**config.mk**
```make
export PLATFORM = sky130hd
export DESIGN_NAME = touch_quadrant_detector_top
export DESIGN_NICKNAME = d
export VERILOG_FILES = /design/src/tqd_pkg.sv /design/src/tqd_blend.sv /design/src/tqd_core.sv /design/src/touch_quadrant_detector_top.sv
export SDC_FILE = /design/constraint.sdc
export NUM_CORES = 1
export LEC_CHECK = 0
export ABC_AREA = 1
export BUFFER_PORTS_ARGS = -buffer_cell sky130_fd_sc_hd__clkbuf_2
export CORE_ASPECT_RATIO = 1.4
export CORE_MARGIN = 2
export CORE_UTILIZATION = 55
export CTS_CLUSTER_DIAMETER = 60
export DETAILED_ROUTE_END_ITERATION = 10
export PLACE_DENSITY = 0.81
export SYNTH_ARGS = -nofsm -noshare
export SYNTH_HDL_FRONTEND = slang
export SYNTH_SLANG_ARGS = --single-unit
```
**constraint.sdc**
```tcl
create_clock -name clk -period 25 [get_ports clk]
set_input_delay 6.25 -clock clk [delete_from_list [all_inputs] [get_ports clk]]
set_output_delay 6.25 -clock clk [all_outputs]
set_load 0.01 [all_outputs]
```
**src/tqd_pkg.sv**
```systemverilog
`default_nettype none

package tqd_pkg;

	// field widths
	localparam int COORD_W = 16;
	localparam int PRES_W  = 16;
	localparam int THR_W   = 10;
	localparam int QUAD_W  = 3;
	localparam int CFG_IDX_W = 2;

	// operation codes carried in s_tuser
	localparam logic OP_CLASSIFY = 1'b0;
	localparam logic OP_FORCE    = 1'b1;

	// register indexes
	localparam logic [CFG_IDX_W-1:0] CFG_PRESSURE_THR = 2'd0;
	localparam logic [CFG_IDX_W-1:0] CFG_COORD_THR    = 2'd1;

	// register reset values
	localparam logic [THR_W-1:0] PRESSURE_THR_RST = 10'd5;
	localparam logic [THR_W-1:0] COORD_THR_RST    = 10'd10;

	// quadrant code for "no quadrant"
	localparam logic [QUAD_W-1:0] QUAD_NONE = 3'd4;

	// one input item
	typedef struct packed {
		logic                      op;
		logic signed [COORD_W-1:0] x;
		logic signed [COORD_W-1:0] y;
		logic        [PRES_W-1:0]  p;
	} item_t;

	// one result item
	typedef struct packed {
		logic              pressed;
		logic [1:0]        button;
		logic [QUAD_W-1:0] quad;
		logic              updated;
	} result_t;

	// thresholds handed to the core
	typedef struct packed {
		logic [THR_W-1:0] pressure_thr;
		logic [THR_W-1:0] coord_thr;
	} cfg_t;

endpackage

`default_nettype wire

```
**src/tqd_blend.sv**
```systemverilog
`default_nettype none

// new = trunc((3*base + 4*samp) / 7), signed, divide done by reciprocal multiply
module tqd_blend #(
	parameter int W = tqd_pkg::COORD_W
) (
	input  wire logic [W-1:0] base,
	input  wire logic [W-1:0] samp,
	output logic      [W-1:0] result
);

	localparam int NW = W + 3;   // width of 3*b + 4*s, signed
	localparam int MW = W + 2;   // magnitude width
	localparam int K  = W + 5;   // reciprocal shift, exact while m*err < 2^K
	localparam int PW = MW + K;
	localparam logic [K-1:0] RECIP = K'(((64'd1 << K) / 7) + 64'd1);

	logic [NW-1:0] base_ext;
	logic [NW-1:0] sum;
	logic          neg;
	logic [NW-1:0] sum_abs;
	logic [PW-1:0] prod;
	logic [W-1:0]  quo;

	// weighted sum, two's complement
	assign base_ext = {{3{base[W-1]}}, base};
	assign sum      = base_ext + (base_ext << 1) + {samp[W-1], samp, 2'b00};

	// divide magnitude by seven, restore sign (truncates toward zero)
	assign neg     = sum[NW-1];
	assign sum_abs = neg ? (~sum + NW'(1)) : sum;
	assign prod    = PW'(sum_abs[MW-1:0]) * PW'(RECIP);
	assign quo     = prod[K+W-1:K];
	assign result  = neg ? (~quo + W'(1)) : quo;

endmodule

`default_nettype wire

```
**src/tqd_core.sv**
```systemverilog
`default_nettype none

// baseline state, pressure gating and quadrant decision for one item per cycle while en is high
module tqd_core (
	input  wire logic           clk,
	input  wire logic           arst_n,
	input  wire logic           en,
	input  wire tqd_pkg::item_t item,
	input  wire tqd_pkg::cfg_t  cfg,
	output tqd_pkg::result_t    res
);

	localparam int CW = tqd_pkg::COORD_W;
	localparam int PW = tqd_pkg::PRES_W;
	localparam int TW = tqd_pkg::THR_W;
	localparam int DW = CW + 1;

	logic [CW-1:0] base_x_q;
	logic [CW-1:0] base_y_q;
	logic [PW-1:0] base_p_q;
	logic [tqd_pkg::QUAD_W-1:0] last_quad_q;

	logic [CW-1:0] blend_x;
	logic [CW-1:0] blend_y;
	logic [PW:0]   blend_p;

	logic signed [DW-1:0] dp;
	logic signed [DW-1:0] dx;
	logic signed [DW-1:0] dy;
	logic signed [DW-1:0] pt_s;
	logic signed [DW-1:0] ct_s;
	logic signed [DW-1:0] lim_s;
	logic signed [DW-1:0] band_s;
	logic [TW-3:0]        band;
	logic                 touch;
	logic                 near;
	logic                 xin;
	logic                 yin;
	logic                 do_update;
	logic [tqd_pkg::QUAD_W-1:0] quad;

	// blend units, pressure runs one bit wider so it stays non-negative
	tqd_blend #(.W(CW)) u_blend_x (
		.base   (base_x_q),
		.samp   (item.x),
		.result (blend_x)
	);

	tqd_blend #(.W(CW)) u_blend_y (
		.base   (base_y_q),
		.samp   (item.y),
		.result (blend_y)
	);

	tqd_blend #(.W(PW + 1)) u_blend_p (
		.base   ({1'b0, base_p_q}),
		.samp   ({1'b0, item.p}),
		.result (blend_p)
	);

	// offsets and thresholds
	assign dp     = $signed({1'b0, item.p}) - $signed({1'b0, base_p_q});
	assign dx     = $signed({item.x[CW-1], item.x}) - $signed({base_x_q[CW-1], base_x_q});
	assign dy     = $signed({item.y[CW-1], item.y}) - $signed({base_y_q[CW-1], base_y_q});
	assign pt_s   = $signed({{(DW-TW){1'b0}}, cfg.pressure_thr});
	assign ct_s   = $signed({{(DW-TW){1'b0}}, cfg.coord_thr});
	assign lim_s  = $signed({{(DW-TW-1){1'b0}}, cfg.coord_thr, 1'b0});
	assign band   = (cfg.pressure_thr[TW-1:2] == '0) ? (TW-2)'(1) : cfg.pressure_thr[TW-1:2];
	assign band_s = $signed({{(DW-TW+2){1'b0}}, band});

	assign touch = dp > pt_s;
	assign near  = (dp < band_s) && (dp > -band_s);
	assign xin   = (dx >= -lim_s) && (dx <= lim_s);
	assign yin   = (dy >= -lim_s) && (dy <= lim_s);

	// quadrant decision
	always_comb begin
		quad = tqd_pkg::QUAD_NONE;
		if (item.op == tqd_pkg::OP_CLASSIFY && touch && !(xin && yin)) begin
			if (xin) begin
				quad = (dy > ct_s) ? 3'd3 : 3'd1;
			end else begin
				quad = (dx > ct_s) ? 3'd0 : 3'd2;
			end
		end
	end

	assign do_update = (item.op == tqd_pkg::OP_FORCE) || (!touch && near);

	// result fields
	always_comb begin
		res.quad    = quad;
		res.updated = do_update;
		res.pressed = 1'b0;
		res.button  = 2'd0;
		if (quad != tqd_pkg::QUAD_NONE && quad != last_quad_q) begin
			res.pressed = 1'b1;
			res.button  = quad[1:0];
		end
	end

	// baseline and last quadrant; an empty baseline seeds to the sample,
	// which is what the blend of a sample with itself gives
	always_ff @(posedge clk or negedge arst_n) begin
		if (!arst_n) begin
			base_x_q    <= '0;
			base_y_q    <= '0;
			base_p_q    <= '0;
			last_quad_q <= tqd_pkg::QUAD_NONE;
		end else if (en) begin
			if (do_update) begin
				if (base_p_q == '0) begin
					base_x_q <= item.x;
					base_y_q <= item.y;
					base_p_q <= item.p;
				end else begin
					base_x_q <= blend_x;
					base_y_q <= blend_y;
					base_p_q <= blend_p[PW-1:0];
				end
			end
			if (item.op == tqd_pkg::OP_CLASSIFY) begin
				last_quad_q <= quad;
			end
		end
	end

endmodule

`default_nettype wire

```
**src/touch_quadrant_detector_top.sv**
```systemverilog
// An accepted item is held in the input register; its result is then registered in the
// result register and shown on m_*. Throughput: one item per cycle while m_tready drains
// the result register; baseline update and classification both sit between the two registers.
// Reset (arst_n low, asynchronous): both stages empty, baseline zero, last quadrant none,
// pressure_threshold 5, coord_threshold 10.
`default_nettype none

module touch_quadrant_detector_top (
	input  wire logic        clk,
	input  wire logic        arst_n,
	// configuration writes
	input  wire logic        cfg_we,
	input  wire logic [1:0]  cfg_index,
	input  wire logic [9:0]  cfg_data,
	// input items
	input  wire logic        s_tvalid,
	output logic             s_tready,
	input  wire logic [47:0] s_tdata,   // sample_x[15:0], sample_y[31:16], sample_pressure[47:32]
	input  wire logic        s_tuser,   // op
	// result items
	output logic             m_tvalid,
	input  wire logic        m_tready,
	output logic [7:0]       m_tdata    // pressed[0], button[2:1], current_quadrant[5:3],
	                                    // baseline_updated[6], zero[7]
);

	tqd_pkg::item_t   item_s1;
	logic             vld_s1;
	tqd_pkg::result_t res_s2;
	logic             vld_s2;
	tqd_pkg::result_t core_res;
	tqd_pkg::cfg_t    cfg_q;
	logic             adv;
	logic             core_en;

	// pipeline moves when the result register is free or being drained
	assign adv      = !vld_s2 || m_tready;
	assign s_tready = !vld_s1 || adv;
	assign core_en  = vld_s1 && adv;

	// configuration registers
	always_ff @(posedge clk or negedge arst_n) begin
		if (!arst_n) begin
			cfg_q.pressure_thr <= tqd_pkg::PRESSURE_THR_RST;
			cfg_q.coord_thr    <= tqd_pkg::COORD_THR_RST;
		end else if (cfg_we) begin
			unique case (cfg_index)
				tqd_pkg::CFG_PRESSURE_THR: cfg_q.pressure_thr <= cfg_data;
				tqd_pkg::CFG_COORD_THR:    cfg_q.coord_thr    <= cfg_data;
				default: ;
			endcase
		end
	end

	// input register
	always_ff @(posedge clk or negedge arst_n) begin
		if (!arst_n) begin
			vld_s1 <= 1'b0;
		end else if (s_tready) begin
			vld_s1 <= s_tvalid;
		end
	end

	always_ff @(posedge clk) begin
		if (s_tvalid && s_tready) begin
			item_s1.op <= s_tuser;
			item_s1.x  <= s_tdata[15:0];
			item_s1.y  <= s_tdata[31:16];
			item_s1.p  <= s_tdata[47:32];
		end
	end

	tqd_core u_core (
		.clk    (clk),
		.arst_n (arst_n),
		.en     (core_en),
		.item   (item_s1),
		.cfg    (cfg_q),
		.res    (core_res)
	);

	// result register
	always_ff @(posedge clk or negedge arst_n) begin
		if (!arst_n) begin
			vld_s2 <= 1'b0;
		end else if (adv) begin
			vld_s2 <= vld_s1;
		end
	end

	always_ff @(posedge clk) begin
		if (core_en) begin
			res_s2 <= core_res;
		end
	end

	assign m_tvalid = vld_s2;
	assign m_tdata  = {1'b0, res_s2.updated, res_s2.quad, res_s2.button, res_s2.pressed};

	// a press always names the quadrant it reports
	a_press_quad: assert property (@(posedge clk) disable iff (!arst_n)
		m_tvalid && m_tdata[0] |-> (m_tdata[5:3] != tqd_pkg::QUAD_NONE)
			&& (m_tdata[2:1] == m_tdata[4:3]))
		else $error("press without matching quadrant");

	// a baseline update never coincides with a press or a quadrant
	a_update_no_touch: assert property (@(posedge clk) disable iff (!arst_n)
		m_tvalid && m_tdata[6] |-> !m_tdata[0] && (m_tdata[5:3] == tqd_pkg::QUAD_NONE))
		else $error("baseline update on a touched sample");

	// no press means button reads zero
	a_button_idle: assert property (@(posedge clk) disable iff (!arst_n)
		m_tvalid && !m_tdata[0] |-> (m_tdata[2:1] == 2'd0))
		else $error("button set without a press");

	// the core only steps when an item is held in the input register, and each step loads a valid result
	a_core_step: assert property (@(posedge clk) disable iff (!arst_n)
		core_en |=> vld_s2)
		else $error("core stepped without a result");

endmodule

`default_nettype wire
```
Yosys cells after proc, flatten, opt, wreduce, memory -nomap -nowiden

Cells that the tools add are included.

Bits in writable memories: 0
Output and inout bits: 10
Flip-flop bits (word level): 129
Memories: 0
Input port bits: 66
Memory bits (read-only): 0
Latch bits: 0
Word-level logic and storage cells: 94

Mux-type cells: 15
Divide/modulo/power cells: 0
Shift-type cells: 0
Add/sub/neg operators: 17
$lt $le $gt $ge: 9
Equality and inequality tests: 3
Bitwise logic cells: 7
$mul: 3
Reductions and logical operators: 24

Operator list:

| operator                                            | count |
|---|---|
| two-way mux 16 bit                                  | 6 |
| multiplier 18 x 18 -> 36 bit, second input constant | 2 |
| adder 18 x 18 -> 19 bit                             | 3 |
| adder 16 x 17 -> 18 bit                             | 3 |
| > comparator 17 x 11 -> 1 bit                       | 3 |
| subtractor 16 x 16 -> 17 bit                        | 3 |
| adder 16 x 1 -> 16 bit, second input constant       | 3 |
| inverter 16 bit                                     | 3 |
| multiplier 19 x 20 -> 38 bit, second input constant | 1 |
| adder 18 x 1 -> 18 bit, second input constant       | 2 |
| two-way mux 18 bit                                  | 2 |
| inverter 18 bit                                     | 2 |
| >= comparator 17 bit                                | 2 |
| <= comparator 17 x 12 -> 1 bit                      | 2 |
| adder 19 x 1 -> 19 bit, second input constant       | 1 |
| two-way mux 19 bit                                  | 1 |
| inverter 19 bit                                     | 1 |
| > comparator 17 bit                                 | 1 |
| less-than comparator 17 x 9 -> 1 bit                | 1 |
| negator 11 -> 17 bit                                | 1 |
| negator 8 -> 17 bit                                 | 1 |
| zero test 16 bit                                    | 1 |
| logical AND 1 bit                                   | 10 |
| two-way mux 3 bit                                   | 3 |
| 11 further kinds                                    | 20 |

Depth between registers and ports, before layout

Depth in word-level cells: 10
Depth in mapped cells: 54
Mapped depth without buffers: 54

Modules after synthesis

A second synthesis with hierarchy kept.

Cells, all modules: 4383
Area total of the unflattened synthesis: 32038.2 um^2

By module, submodules not included:

| module                       | area an instance (um^2) | cells an instance | times used |
|---|---|---|---|
| tqd_core                     | 8604.5                  | 1345              | 1 |
| tqd_blend (u_core.u_blend_p) | 7265.7                  | 1010              | 1 |
| tqd_blend (u_core.u_blend_x) | 6832.8                  | 933               | 1 |
| tqd_blend (u_core.u_blend_y) | 6725.2                  | 937               | 1 |
| touch_quadrant_detector_top  | 2610.0                  | 158               | 1 |

Worst setup path before layout

OpenSTA, ideal clock, no wires.

Path kind: input to output
Start point: in m_tready
End point: out s_tready
Data required time: 18.750 ns
Setup slack: 12.297 ns
Stages: 2
Data arrival time: 6.453 ns
Path through: inv_1 nand3_1

Word-level cells in the longest chain between the ends: 2

RTL lines:

| what             | RTL line                          | source |
|---|---|---|
| from (decl)      | touch_quadrant_detector_top.sv:22 | `input wire logic m_tready,` |
| logical OR 1 bit | touch_quadrant_detector_top.sv:37 | `assign adv = !vld_s2 \|\| m_tready;` |
| logical OR 1 bit | touch_quadrant_detector_top.sv:38 | `assign s_tready = !vld_s1 \|\| adv;` |
| to (decl)        | touch_quadrant_detector_top.sv:17 | `output logic s_tready,` |

No other way between the ends.

Worst setup path in the final report

Same ends and word-level chain as after synthesis.

==> out/metrics.csv <==
metric;value;unit
outcome;completed;
GR peak layer;met2;
Clock Latency Late Sink;0.45;ns
Crit Path Max Fanout;3;
CTS root buf;clkbuf_16;
Placer Congestion;0.992;
Hold Crit Class;flop to flop;
total CTS buffers;17;
Post-DP HPWL;63.7;mm
# rows;99;
leading area contributor after synthesis;ha_1;
Main synth FF type;dfrtp_1;
CP delay by family, top;buffers and inverters;
Distinct cells, synth;66;
maximum clock frequency;0.0774;GHz
sequential share of the synthesized area;12.2;%
CTS tree;done;
Hold-fix buffers, CTS;0;
routed vias;24800;
synth top area cells;ha_1, fa_1, inv_1;
initial antenna violation count;0;
nets;4739;
PortBufs;74;
met1 Use GR;29.6;%
Die X;198;µm
# diodes;0;
Total Wirelength;73.5;mm
Syn Area/Cell;7.70;µm²
CP Buf/Inv Count;3;
Setup Fix Bufs, Post-CTS;0;
share of cells above drive strength 1;5.47;%
Initial Util;55.6;%
ys async rst share;56.6;%
clock-pin transition on the worst setup and hold timing paths;0.07;ns
DRC errors left;0;
Clock Skew;0.0165;ns
Tmin final;12.92;ns
CP Class;input port to primary output;
Fin. Hold Viols;0;
DR WL/cell;16.3;µm
Routed Antenna Nets;0;
Synth top area share;26.7;%
slowest stage cell, crit path;clkbuf_2;
CTS H-tree depth;4;
total of max-cap violations;0;
Die Ht;275;µm
final core utilization;58.8;%
detailed-router iteration count before antenna repair;5;
slew margin rel.;38.6;%
crit-path max cell delay;0.15;ns
DR iter-0 viols;1169;
P&R area growth vs syn;5.75;%
filler cell count;4769;
Post-Synthesis Cells;3755;
CP dominant cell by count;clkbuf_2;
crit share post-route;51.7;%
Post-Syn Area;28900;µm²
IO Pins;76;
CTS Sinks;129;
GRT met3 Usage;1.78;%
met2 usage;53.7;%
unrepaired setup endpoints after global routing;no;
synthesized flop and latch total;129;
Via density;5.51;
first-pass GRT wire length;121;mm
Worst Tran Pin Value;0.920;ns
Core ar.;52000;µm²
Worst EP required;18.75;ns
CP Capture Type;primary output;
Die ar.;54400;µm²
total track usage;28.0;%
Worst Path Arrival;6.67;ns
largest net degree at the start of global routing;65;
Post-synth EDFFs;56;
Startpoint Class;input port;
number of global-route vias before repair;25700;
final slew viol count;0;
synth warn;0;
Cell Chain, Critical Path;clkbuf_2 -> inv_1 -> nand3_1 -> clkbuf_2;
setup violators final;0;
clock buffer depth;2;
grt total ovfl;0;
Setup TNS;0;ns
# resized after CTS;0;
cell usage in the layout, fill, tap and decap left out, types with 10 or more instances in the layout:
| cell type | n |
|---|---|
| o21ai_1 | 33 |
| ha_1 | 618 |
| inv_2 | 11 |
| clkbuf_16 | 17 |
| dfrtp_1 | 68 |
| a21oi_1 | 252 |
| inv_1 | 762 |
| nand2_2 | 23 |
| nor3_1 | 44 |
| xnor2_1 | 45 |
| a31oi_1 | 22 |
| nor4_1 | 15 |
| a21oi_2 | 13 |
| fa_1 | 230 |
| xor2_1 | 109 |
| o21bai_1 | 17 |
| a21o_1 | 16 |
| nand3b_1 | 15 |
| nor2_1 | 230 |
| edfxtp_1 | 56 |
| o21ai_0 | 141 |
| o21ai_2 | 10 |
| o21a_1 | 20 |
| nand4_1 | 34 |
| nand2_1 | 676 |
| clkbuf_2 | 73 |
| nand3_1 | 156 |
metrics by stage:
| stage | setup slack [ns] | hold slack [ns] | area (µm²) | std cells |
|---|---|---|---|---|
| after floorplan | 12.30 | 0.447 | 28900 | 3758 |
| after global placement | 12.08 | 0.457 | 30000 | 4462 |
| after detailed placement | 12.09 | 0.467 | 30000 | 4462 |
| after CTS | 12.09 | 0.488 | 30600 | 4494 |
| after global routing | 12.01 | 0.510 | 30600 | 4494 |
| final | 12.08 | 0.483 | 30600 | 4494 |
worst register-to-register path: cells and delay by family (launching register included):
family / cells / cell delay, ns
compound gates: 3 / 0.72
fa+ha+maj: 9 / 3.86
simple gates: 19 / 2.30
xor+xnor: 1 / 0.36
flops: 1 / 0.42
buf+inv: 12 / 1.65
final timing paths:
check / startpoint / cells past startpoint / slack [ns] / end
hold / removal: u_core.base_y_q[15] / 2 / 0.48 / u_core.base_y_q[15]
max in group asynchronous: arst_n / 2 / 18.22 / u_core.base_x_q[11]
hold reg to reg: u_core.base_y_q[15] / 2 / 0.48 / u_core.base_y_q[15]
setup / recovery: m_tready / 4 / 12.08 / s_tready
setup reg to reg: u_core.base_x_q[1] / 44 / 15.59 / u_core.base_x_q[15]
min in group asynchronous: arst_n / 1 / 5.63 / u_core.base_p_q[15]
synth_stat cells (all sizes together) (2+ instances only):
master	n
a31o	3
mux2i	2
a21o	16
fa	230
nand3	161
dfrtp	68
xnor2	45
a221oi	4
o2111ai	2
a31oi	22
o221a	2
xor2	110
clkinv	2
nor3	48
nand3b	15
o21ai	184
edfxtp	56
o311ai	2
a22oi	3
and2	3
and3	2
o31ai	6
a211oi	9
a21oi	265
dfstp	5
o221ai	3
inv	773
o211ai	9
nand4	35
nor4	15
a21boi	9
or2	14
nand2	700
buf	15
o21bai	17
clkbuf	18
o21a	20
ha	618
nor2	235
sequential cells by signal (all words and copies together), names as in the netlist:
register            count
u_core.last_quad_q      3
cfg_q                  20
u_core.base_p_q        16
m_tvalid                1
u_core.base_y_q        16
m_tdata                 7
vld_s1                  1
u_core.base_x_q        16
item_s1                49
cells by family (layout without fill, tap and decap cells):
group                    Yosys count  in the layout  synth area share, %
other                              1              4               0.0130
adder cells (fa/ha/maj)          848            848                 42.7
flip-flops                       129            129                 12.2
multiplexers                       2              2               0.0692
XOR/XNOR                         155            155                 4.72
buffers and inverters            808            888                 10.6
AO/OA/AOI/OAI                    582            582                 11.6
AND/OR/NAND/NOR                 1230           1230                 18.1
layout make-up:
cell class / instances / area [µm²] / share of cell area (%)
Clock buffer: 17 / 425 / 1.39
Sequential cell: 129 / 3510 / 11.5
Inverter: 775 / 2910 / 9.51
Clock inverter: 15 / 143 / 0.467
Multi-Input combinational cell: 2821 / 22300 / 73.1
Tap cell: 656 / 821 / 2.68
Timing Repair Buffer: 81 / 425 / 1.39
per-layer routing:
metal / up-vias / share of wire [%]
met3: 237 / 2.2
met1: 11600 / 38
met5: - / 0
met4: 0 / 6.9
met2: 516 / 52
li1: 12400 / -
Power is left out: the tool's default activity adds up to more than one toggle a clock period on the data nets, which glitch-free logic cannot reach.
